<file path="src/rtl/core/dfw_pkg.sv">
package dfw_pkg;

  localparam int MAX_VERTICES = 32;
  localparam int VTX_W        = 6;
  localparam int IDX_W        = $clog2(MAX_VERTICES);
  localparam int DEPTH_W      = $clog2(MAX_VERTICES + 1);

  typedef enum logic [1:0] {
    OP_CLEAR    = 2'd0,
    OP_ADD      = 2'd1,
    OP_TRAVERSE = 2'd2,
    OP_RESERVED = 2'd3
  } dfw_op_t;

  // Controller to datapath
  typedef struct packed {
    logic accept;  // take the input request this cycle
    logic step;    // advance the walk by one push or pop
    logic finish;  // emit the held vertex as the final result
  } dfw_cmd_t;

  // Datapath to controller
  typedef struct packed {
    logic start_ok;  // input is a traverse with a valid start
    logic walk_end;  // next step pops the start vertex
    logic out_free;  // output register can take a result
  } dfw_sts_t;

  // Index of the lowest set bit; zero when none is set
  function automatic logic [IDX_W-1:0] lowest_set(input logic [MAX_VERTICES-1:0] x);
    logic [IDX_W-1:0] idx;
    idx = '0;
    for (int i = MAX_VERTICES - 1; i >= 0; i--) begin
      if (x[i]) idx = IDX_W'(i);
    end
    return idx;
  endfunction

endpackage

</file>
<file path="src/rtl/core/dfw_ctrl.sv">
module dfw_ctrl (
  input  logic              clk,
  input  logic              rst_n,
  input  logic              in_valid,
  output logic              in_stall,
  input  dfw_pkg::dfw_sts_t sts,
  output dfw_pkg::dfw_cmd_t cmd
);

  typedef enum logic [2:0] {
    S_IDLE = 3'b001,
    S_WALK = 3'b010,
    S_DONE = 3'b100
  } dfw_state_t;

  dfw_state_t state_r, state_nxt;

  assign in_stall   = !((state_r == S_IDLE) && sts.out_free);
  assign cmd.accept = in_valid && !in_stall;
  assign cmd.step   = (state_r == S_WALK);
  assign cmd.finish = (state_r == S_DONE);

  always_comb begin
    state_nxt = state_r;
    unique case (state_r)
      S_IDLE: begin
        if (cmd.accept && sts.start_ok) state_nxt = S_WALK;
      end
      S_WALK: begin
        if (sts.walk_end) state_nxt = S_DONE;
      end
      S_DONE: begin
        if (sts.out_free) state_nxt = S_IDLE;
      end
      default: state_nxt = S_IDLE;
    endcase
  end

  always_ff @(posedge clk) begin
    if (!rst_n) state_r <= S_IDLE;
    else        state_r <= state_nxt;
  end

endmodule

</file>
<file path="src/rtl/core/dfw_datapath.sv">
module dfw_datapath (
  input  logic                       clk,
  input  logic                       rst_n,
  input  logic                       cfg_wr_en,
  input  logic [dfw_pkg::VTX_W-1:0]  cfg_wr_data,
  input  logic [1:0]                 in_operation,
  input  logic [dfw_pkg::VTX_W-1:0]  in_src_vertex,
  input  logic [dfw_pkg::VTX_W-1:0]  in_dst_vertex,
  input  dfw_pkg::dfw_cmd_t          cmd,
  output dfw_pkg::dfw_sts_t          sts,
  input  logic                       out_stall,
  output logic                       out_valid,
  output logic [dfw_pkg::VTX_W-1:0]  out_vertex,
  output logic                       out_last
);

  localparam int MAXV = dfw_pkg::MAX_VERTICES;
  localparam int VW   = dfw_pkg::VTX_W;
  localparam int IW   = dfw_pkg::IDX_W;
  localparam int DW   = dfw_pkg::DEPTH_W;

  logic [VW-1:0]   vcount_r;
  logic [MAXV-1:0] adj_r [MAXV];
  logic [MAXV-1:0] visited_r;
  logic [VW-1:0]   stack_r [MAXV];
  logic [DW-1:0]   depth_r;
  logic [VW-1:0]   top_r;
  logic [VW-1:0]   pend_r;
  logic            out_valid_r, out_valid_nxt;
  logic [VW-1:0]   out_vertex_r;
  logic            out_last_r;

  logic [VW-1:0]   n_eff;
  logic            src_ok, dst_ok;
  logic [MAXV:0]   live_ext;
  logic [MAXV-1:0] live, cand;
  logic [VW-1:0]   src_m1, dst_m1, top_m1;
  logic [DW-1:0]   depth_m2;
  logic [IW-1:0]   cand_bit;
  logic [VW-1:0]   new_v;
  logic            can_push, do_push, do_pop, out_free;
  logic            is_trav, ld_invalid, ld_push, ld_final;

  assign n_eff  = (vcount_r > VW'(MAXV)) ? VW'(MAXV) : vcount_r;
  assign src_ok = (in_src_vertex != '0) && (in_src_vertex <= n_eff);
  assign dst_ok = (in_dst_vertex != '0) && (in_dst_vertex <= n_eff);
  assign src_m1 = in_src_vertex - VW'(1);
  assign dst_m1 = in_dst_vertex - VW'(1);
  assign top_m1 = top_r - VW'(1);
  assign depth_m2 = depth_r - DW'(2);

  assign live_ext = ({{MAXV{1'b0}}, 1'b1} << n_eff) - (MAXV+1)'(1);
  assign live     = live_ext[MAXV-1:0];
  assign cand     = adj_r[top_m1[IW-1:0]] & live & ~visited_r;
  assign can_push = (|cand) && (depth_r < DW'(MAXV));
  assign cand_bit = dfw_pkg::lowest_set(cand);
  assign new_v    = VW'(cand_bit) + VW'(1);

  assign out_free = !out_valid_r || !out_stall;
  assign do_push  = cmd.step && can_push && out_free;
  assign do_pop   = cmd.step && !can_push;
  assign is_trav  = (in_operation == dfw_pkg::OP_TRAVERSE);

  assign ld_invalid = cmd.accept && is_trav && !src_ok;
  assign ld_push    = do_push;
  assign ld_final   = cmd.finish && out_free;

  assign sts.start_ok = is_trav && src_ok;
  assign sts.walk_end = !can_push && (depth_r == DW'(1));
  assign sts.out_free = out_free;

  always_ff @(posedge clk) begin
    if (!rst_n) vcount_r <= VW'(MAXV);
    else if (cfg_wr_en) vcount_r <= cfg_wr_data;
  end

  always_ff @(posedge clk) begin
    if (!rst_n) begin
      for (int i = 0; i < MAXV; i++) adj_r[i] <= '0;
    end else if (cmd.accept) begin
      case (in_operation)
        dfw_pkg::OP_CLEAR: begin
          for (int i = 0; i < MAXV; i++) adj_r[i] <= '0;
        end
        dfw_pkg::OP_ADD: begin
          if (src_ok && dst_ok) adj_r[src_m1[IW-1:0]][dst_m1[IW-1:0]] <= 1'b1;
        end
        default: ;
      endcase
    end
  end

  always_ff @(posedge clk) begin
    if (!rst_n) begin
      visited_r <= '0;
      depth_r   <= '0;
    end else if (cmd.accept && is_trav && src_ok) begin
      visited_r <= MAXV'(1) << src_m1[IW-1:0];
      depth_r   <= DW'(1);
    end else if (do_push) begin
      visited_r[cand_bit] <= 1'b1;
      depth_r <= depth_r + DW'(1);
    end else if (do_pop) begin
      depth_r <= depth_r - DW'(1);
    end
  end

  // Path stack, top register and held vertex
  always_ff @(posedge clk) begin
    if (cmd.accept && is_trav && src_ok) begin
      stack_r[0] <= in_src_vertex;
      top_r      <= in_src_vertex;
      pend_r     <= in_src_vertex;
    end else if (do_push) begin
      stack_r[depth_r[IW-1:0]] <= new_v;
      top_r  <= new_v;
      pend_r <= new_v;
    end else if (do_pop) begin
      top_r <= stack_r[depth_m2[IW-1:0]];
    end
  end

  always_comb begin
    out_valid_nxt = out_valid_r && out_stall;
    if (ld_invalid || ld_push || ld_final) out_valid_nxt = 1'b1;
  end

  always_ff @(posedge clk) begin
    if (!rst_n) out_valid_r <= 1'b0;
    else        out_valid_r <= out_valid_nxt;
  end

  always_ff @(posedge clk) begin
    if (ld_invalid) begin
      out_vertex_r <= '0;
      out_last_r   <= 1'b1;
    end else if (ld_push || ld_final) begin
      out_vertex_r <= pend_r;
      out_last_r   <= ld_final;
    end
  end

  assign out_valid  = out_valid_r;
  assign out_vertex = out_vertex_r;
  assign out_last   = out_last_r;

`ifndef NO_ASSERTIONS
  a_push_depth: assert property (@(posedge clk) disable iff (!rst_n)
    do_push |=> depth_r == $past(depth_r) + DW'(1))
    else $error("depth did not advance on push");

  a_top_visited: assert property (@(posedge clk) disable iff (!rst_n)
    cmd.step |-> visited_r[top_m1[IW-1:0]])
    else $error("top of path not marked visited");

  a_depth_bound: assert property (@(posedge clk) disable iff (!rst_n)
    cmd.step |-> (depth_r != '0) && (depth_r <= DW'(MAXV)))
    else $error("path depth out of bounds during walk");

  a_no_overwrite: assert property (@(posedge clk) disable iff (!rst_n)
    (out_valid_r && out_stall) |-> !(ld_invalid || ld_push || ld_final))
    else $error("result loaded over a stalled result");
`endif

endmodule

</file>
<file path="src/rtl/core/graph_depth_first_walk.sv">
// Depth-first walk over a directed graph of up to 32 vertices held as a
// 32x32 adjacency bit matrix in flops. Clear requests empty the matrix and
// add-edge requests set one bit when both vertices are in range; one request
// is taken per cycle while input is not stalled. A traverse request walks
// from the start vertex, always taking the lowest-numbered unvisited
// successor, and returns the visited vertices in order with last set on the
// final one (a start outside 1..vertex_count gives a single result of vertex
// 0 with last set). A traverse is accepted, then walked by stack pushes and
// pops, and then its final result is released; the walk stepper does one push
// or pop per cycle unless output stall holds a push, and holds input stalled
// until done. Output stall pauses pushes. Write vertex_count only while idle.
module graph_depth_first_walk (
  input  logic                      clk,
  input  logic                      rst_n,
  input  logic                      cfg_wr_en,
  input  logic [dfw_pkg::VTX_W-1:0] cfg_wr_data,
  input  logic                      in_valid,
  output logic                      in_stall,
  input  logic [1:0]                in_operation,
  input  logic [dfw_pkg::VTX_W-1:0] in_src_vertex,
  input  logic [dfw_pkg::VTX_W-1:0] in_dst_vertex,
  output logic                      out_valid,
  input  logic                      out_stall,
  output logic [dfw_pkg::VTX_W-1:0] out_vertex,
  output logic                      out_last
);

  dfw_pkg::dfw_cmd_t cmd;
  dfw_pkg::dfw_sts_t sts;

  // Sequence accept, walk and final release
  dfw_ctrl u_ctrl (
    .clk      (clk),
    .rst_n    (rst_n),
    .in_valid (in_valid),
    .in_stall (in_stall),
    .sts      (sts),
    .cmd      (cmd)
  );

  // Hold matrix, path stack, visited mask and output register
  dfw_datapath u_dp (
    .clk           (clk),
    .rst_n         (rst_n),
    .cfg_wr_en     (cfg_wr_en),
    .cfg_wr_data   (cfg_wr_data),
    .in_operation  (in_operation),
    .in_src_vertex (in_src_vertex),
    .in_dst_vertex (in_dst_vertex),
    .cmd           (cmd),
    .sts           (sts),
    .out_stall     (out_stall),
    .out_valid     (out_valid),
    .out_vertex    (out_vertex),
    .out_last      (out_last)
  );

endmodule
</file>
<file path="config.mk">
export PLATFORM = sky130hd
export DESIGN_NAME = graph_depth_first_walk
export DESIGN_NICKNAME = d
export VERILOG_FILES = /design/src/rtl/core/dfw_pkg.sv /design/src/rtl/core/dfw_ctrl.sv /design/src/rtl/core/dfw_datapath.sv /design/src/rtl/core/graph_depth_first_walk.sv
export SDC_FILE = /design/constraint.sdc
export NUM_CORES = 2
export LEC_CHECK = 0
export ABC_AREA = 1
export BUFFER_PORTS_ARGS = -buffer_cell sky130_fd_sc_hd__buf_2
export CORE_MARGIN = 2
export CORE_UTILIZATION = 30
export CTS_BUF_LIST = sky130_fd_sc_hd__clkbuf_4 sky130_fd_sc_hd__clkbuf_8
export CTS_CLUSTER_DIAMETER = 100
export CTS_CLUSTER_SIZE = 25
export DETAILED_ROUTE_END_ITERATION = 7
export PLACE_DENSITY = 0.49
export SETUP_SLACK_MARGIN = 0.3
export SLEW_MARGIN = 30
export SYNTH_ARGS = -nofsm -noshare
export SYNTH_HDL_FRONTEND = slang
export SYNTH_SLANG_ARGS = --single-unit
</file>
<file path="constraint.sdc">
create_clock -name clk -period 6.2 [get_ports clk]
set_input_delay 1.86 -clock clk [delete_from_list [all_inputs] [get_ports clk]]
set_output_delay 1.86 -clock clk [all_outputs]
set_load 0.005 [all_outputs]
</file>
======== Yosys cells after proc, flatten, opt, wreduce, memory -nomap -nowiden ========
Memories as Yosys holds them, arrays and structs flattened.
Cells that the tools add are included.
cells by class
  add/subtract/negate cells ............... 8
  reduce and logical (&&, ||, !) cells .... 39
  magnitude comparators ................... 8
  equal/unequal tests ..................... 9
  muxes and demuxes ....................... 105
  div/mod/pow operators ................... 0
  shift operators ......................... 2
  $mul .................................... 0
  bitwise gates (word level) .............. 37
operators by type and width
  operator                                                                count
  32-bit two-way mux                                                      37
  5-bit two-way mux                                                       37
  32-bit AND                                                              2
  32-bit OR reduction                                                     2
  6-bit two-way mux                                                       6
  32-bit NOT                                                              1
  1-bit OR                                                                32
  32-bit OR                                                               1
  1-bit by 5-bit left shift with 32-bit output (first input constant)     1
  1-bit by 6-bit left shift with 32-bit output (first input constant)     1
  32-bit by 1-bit subtractor with 32-bit output (second input constant)   1
  1-bit logical AND                                                       19
  1-bit two-way mux                                                       19
  5-bit by 1-bit subtractor with 5-bit output (second input constant)     3
  6-bit less-or-equal comparator                                          2
  5-bit by 6-bit < comparator with 1-bit output (second input constant)   2
  6-bit nonzero test                                                      2
  1-bit demux with 5-bit select                                           2
  5-bit by 1-bit >= comparator with 1-bit output (second input constant)  2
  3-bit two-way mux                                                       3
  3-bit case mux with 3 select lines                                      1
  5-bit by 1-bit adder with 6-bit output (second input constant)          1
  6-bit by 1-bit adder with 6-bit output (second input constant)          1
  6-bit by 1-bit == test with 1-bit output (second input constant)        1
  other kinds (19)                                                        29
storage, ports and cells
  flip-flop bits (word level) ............. 66
  bits of input ports ..................... 25
  memories ................................ 2
  latch bits .............................. 0
  word-level logic and storage cells ...... 220
  memory bits (read-only) ................. 0
  memory bits (writable) .................. 1216
memory list
  name          depth  width  rd ports  clocked after memory_dff  write ports  RTL line            source
  u_dp.adj_r    32     32     1         0                         32           dfw_datapath.sv:23  logic [MAXV-1:0] adj_r [MAXV];
  u_dp.stack_r  32     6      1         0                         1            dfw_datapath.sv:25  logic [VW-1:0] stack_r [MAXV];

======== Longest topological paths before layout ========
  depth after elaboration ................. 45
  gate-level depth with buffers ........... 58
  depth with buffers taken out ............ 49

======== Cells and area by module ========
Synthesis repeated with hierarchy kept, for this count alone.
unflattened totals
  cells, all modules ...................... 6563
  area, all modules ....................... 53171.0 sq um
by module, submodules not included
  module        seq. area each (sq um)  area an instance (sq um)  times used  cells each
  dfw_datapath  26675.6                 52968.3                   1           6534
  dfw_ctrl      60.1                    202.7                     1           29

======== Worst setup path before layout ========
Ideal clock, no wire load.
  path kind ............................... register to register
  from .................................... register u_dp.top_r[0]
  to ...................................... memory u_dp.stack_r[0][0] (netlist name), data pin
  path slack .............................. 0.153 ns
  stages on the path, launching flop included .. 35
  data arrival time ....................... 5.593 ns
  path buffers ............................ 18
  cells stage by stage .................... edfxtp_1 > buf_6 > inv_2 > buf_4 > buf_6 > buf_6 > buf_6 > buf_6 > buf_4 > buf_2 > ha_1 > buf_2 > inv_2 > buf_6 > buf_6 > buf_6 > buf_6 > buf_6 > buf_2 > buf_2 > o221ai_1 > o311ai_0 > nand3_1 > a21oi_1 > nand2_1 > nand2_1 > nor2_1 > nand2_1 > nor2_2 > nand2_2 > nand2_4 > nor3_2 > buf_4 > buf_2 > o21ai_0
on the way
  longest elaborated chain between the ends .. 38
  elaborated cells on any way between the ends .. 46
  those cells by class .................... add/sub (2); mux (36); bitwise (2); reduce/logical (5); memory (1)
ends and longest elaborated chain
  item                                           RTL line             source
  from (decl)                                    dfw_datapath.sv:27   logic [VW-1:0] top_r;
  from (signal assigned)                         dfw_datapath.sv:112  top_r <= in_src_vertex;
  from (signal assigned)                         dfw_datapath.sv:116  top_r <= new_v;
  from (signal assigned)                         dfw_datapath.sv:119  top_r <= stack_r[depth_m2[IW-1:0]];
  5-bit by 1-bit subtractor with 5-bit output *  dfw_datapath.sv:49   assign top_m1 = top_r - VW'(1);
  memory 32 x 32 bit *                           -
  32-bit AND * (2 in a row)                      dfw_datapath.sv:54   assign cand = adj_r[top_m1[IW-1:0]] & live & ~visited_r;
  5-bit two-way mux (32 in a row)                dfw_pkg.sv:34        if (x[i]) idx = IDX_W'(i);
  5-bit by 1-bit adder with 6-bit output         dfw_datapath.sv:57   assign new_v = VW'(cand_bit) + VW'(1);
  6-bit two-way mux (no source line) *           -
  to (decl)                                      dfw_datapath.sv:25
Every way passes the cells marked *; elsewhere a longest branch is shown, timed or not.

======== Worst setup path in the final report ========
  from .................................... register u_dp.top_r[0]
  to ...................................... memory u_dp.stack_r[26][4] (netlist name), data pin
Same word-level chain as after synthesis.

==> flow_summary_export.csv <==
group,metric,value,unit
outcome,status,"finished, final reports clean",
grt,antenna_found_initial,5,
clocking,htree_levels,2,
setup_path,startpoint_type,"register",
cells_and_area,fillers,19000,
cells_and_area,drive_gt1_share,6.47,%
yosys,synth_edf_count,171,
job,maxCapViolations,0,
clocking,cts_buffers,58,
setup_path,r2r_cells,36,
clocking,cts_root_buf,"clkbuf_8",
timing,grt_setup_unrepaired,"no",
setup_path,critPathCaptureType,"register",
routing,via_per_inst,5.37,
clocking,cts.sinks,1250,
die,die_x,425,um
setup_path,reg2reg_slack,0.65,ns
setup_path,slowest_delay,0.63,ns
cells_and_area,synthToLayoutAreaGrowth,6.07,%
timing,finalWorstPathRequiredPeriod,5.55,ns
grt,grt_usage,20.6,%
timing,finalHoldViolCount,0,
yosys,ys_seq_area_share,50.3,%
timing,setup_violations,0,
die,fp-row-count,154,
yosys,synth_nets,6525,
die,ios,34,
routing,route.detailed.drc,0,
cells_and_area,final_area,56400,um^2
setup_path,crit_end,"u_dp.stack_r[26][4]$_DFFE_PP_",
timing,setup_tns,0,ns
place,dp.final_hpwl,112000,um
yosys,ys_ff_latch,1250,
timing,max_freq,180,MHz
setup_path,rr_endpoint,"u_dp.stack_r[26][4]$_DFFE_PP_",
timing,slew_headroom,19.4,%
grt,grt_pass1_vias,42100,
cells_and_area,layout_commonest_cell,"inv_1",
grt,grt_max_degree,214,
routing,vias,45900,
clocking,clkTransAtPathRegs,0.15,ns
die,dieHeight,425,um
yosys,synth_compound_area_share,26.6,%
routing,drtPass1Iterations,8,
yosys,ys_warn_count,0,
grt,grt_pass1_wl,284000,um
yosys,netlist_area,53200,um^2
place,place.gp.congestion,0.916,
grt,grt_remaining_overflow,0,
place,placed_cell_area,55300,um^2
timing,min_period_over_period,89.6,%
routing,drt_wl_total,195000,um
die,core,176000,um^2
cells_and_area,area.sequential,26700,um^2
clocking,clk_latency,0.89,ns
yosys,synth_mux_area_share,0,%
hold_path,min-delay-path-class,"register to register",
clocking,cts_max_path_buffers,3,
place,portBuffers,33,
timing,worstMarginPinSlew,1.21,ns
setup_path,r2r-start,"u_dp.top_r[0]$_DFFE_PP_",
setup_path,crit_path_frequent_cell,"nand2_1",
yosys,synth-adder-area-share,0.424,%
yosys,async_flop_share,0,%
routing,ant_nets,0,
die,initial_core_util,30.2,%
yosys,avgSynthCellArea,8.20,um^2
cells_and_area,nets,6224,
power,p_leak,17.9,nW
power,p_per_area,236,nW/um^2
cells_and_area,mostFrequentLayoutCells,"1164 x inv_1, 1078 x dfxtp_1, 1064 x o22ai_1, 539 x o21ai_0, 535 x a21oi_1",
yosys,synthCells,6482,
yosys,synth_xor_area_share,0.287,%
setup_path,crit_type,"register to register",
routing,wl_per_cell,22.8,um
setup_path,cp.required,6.86,ns
yosys,synth_top_family_by_area,"compound AO/OA/AOI/OAI gates",
clocking,tritoncts,"yes",
yosys,ys_types,54,
timing,drv_slew,0,
setup_path,arrival,6.21,ns
setup_path,cp_max_fo,65,
yosys,ys.flop_type,"dfxtp_1",
power,irDropWorstVdd,0.157,mV
yosys,synthSimpleGateAreaFrac,8.51,%
setup_path,cp_slowest_cell,"a21oi_1",
timing,skew,0.103,ns
cells_and_area,multi_input_area,19300,um^2
die,dieArea,181000,um^2
routing,drtIter0Drc,4771,
power,total_power,13.3,mW
setup_path,crit_start,"u_dp.top_r[0]$_DFFE_PP_",
[power by group]
group	leakage [nW]	internal (mW)	switching (mW)	total, mW
logic	7.18	0.350	1.08	1.43
clock network	0.524	0.977	2.65	3.62
registers	10.2	8.22	0.0115	8.23
[Yosys cell counts (5+ instances only)]
cell	number	share of area (%)
xor2_1	6	0.099
o211ai_1	14	0.20
nor4_1	9	0.11
nor2_2	6	0.071
nor3_1	22	0.21
nand2_2	7	0.082
a31oi_1	5	0.059
o22ai_1	1064	13
buf_4	40	0.56
nand3_1	281	2.6
o221ai_1	88	1.4
clkbuf_1	380	2.7
edfxtp_1	171	9.7
nor2_1	333	2.4
o311ai_0	90	1.5
o21ai_1	16	0.15
ha_1	18	0.42
o21ai_0	543	5.1
inv_2	12	0.085
nand4_1	33	0.39
a21oi_2	6	0.099
inv_1	1168	8.2
buf_2	89	0.84
buf_6	61	1.3
a21oi_1	535	5.0
nand3b_1	5	0.071
buf_1	17	0.12
dfxtp_1	1079	41
nand2_1	321	2.3
o311ai_1	16	0.26
[state kept, by name, indices dropped and copies added (netlist names), 5 cells and up]
name,cells
u_dp.stack_r,160
u_dp.depth_r,6
u_dp.top_r,5
u_dp.pend_r,6
u_dp.vcount_r,6
u_dp.visited_r,32
u_dp.out_vertex,6
u_dp.adj_r,1024
[worst min path at each step]
stage          slack (ns)                         endpoint  cells past startpoint                            start
6_report             0.47  u_dp.out_vertex[2]$_SDFFE_PP0P_                      2  u_dp.out_vertex[2]$_SDFFE_PP0P_
5_1_grt              0.50       u_dp.out_last$_SDFFE_PP1P_                      2       u_dp.out_last$_SDFFE_PP1P_
4_1_cts              0.48  u_dp.out_vertex[2]$_SDFFE_PP0P_                      2  u_dp.out_vertex[2]$_SDFFE_PP0P_
3_5_place_dp         0.46  u_dp.out_vertex[2]$_SDFFE_PP0P_                      2  u_dp.out_vertex[2]$_SDFFE_PP0P_
3_3_place_gp         0.45        u_dp.adj_r[5][26]$_DFF_P_                      2        u_dp.adj_r[5][26]$_DFF_P_
2_1_floorplan        0.44       u_dp.out_last$_SDFFE_PP1P_                      2       u_dp.out_last$_SDFFE_PP1P_
[stage by stage]
step | std cells | utilization, % | hold slack (ns) | setup slack, ns
6_report | 8540 | 32.0 | 0.473 | 0.648
5_1_grt | 8540 | 32.0 | 0.495 | 0.320
4_1_cts | 8529 | 32.0 | 0.478 | 0.308
3_5_place_dp | 8452 | 31.4 | 0.458 | 0.378
3_3_place_gp | 8452 | 31.4 | 0.455 | 0.392
2_1_floorplan | 6482 | - | 0.443 | 0.153
[area by class of cell]
class	instances	area share [%]
well taps	2340	5.19
repair buffers	227	3.50
multi-input cells	3459	34.2
clock buffers	67	1.55
diodes	2	0.00888
inverters	1185	7.93
clock inverters	10	0.257
flip-flops and latches	1250	47.4
[cell families (layout without fill, tap and decap cells)]
family | Yosys count | count (layout)
simple gates | 1037 | 1037
flops | 1250 | 1250
fa+ha+maj | 18 | 18
compound gates | 2390 | 2390
other cells | 0 | 2
buf+inv | 1773 | 1489
xor+xnor | 14 | 14
[worst max-delay path, delay by kind of cell (launching register included)]
kind | cells | cell delay [ns]
AOI/OAI and AO/OA | 4 | 0.96
adders and majority gates | 1 | 0.24
buffers and inverters | 5 | 1.44
DFF | 1 | 0.54
and+or+nand+nor | 26 | 2.08
[metal layers]
metal  share of wire [%]  vias up  global-route usage (%)
met4                 2.3        2                    5.15
li1                    -    21800                       -
met5              0.0057        -                       0
met2                  45     1353                    32.3
met1                  47    22500                    30.2
met3                 5.6      220                    1.98
[what timing repair did]
item                       4_1_cts  5_1_grt
setup buffers                    0        8
gates resized for setup          0        4
hold buffers                     0        0
setup endpoints to repair        0      308
Power figures use the tool's default switching activity.
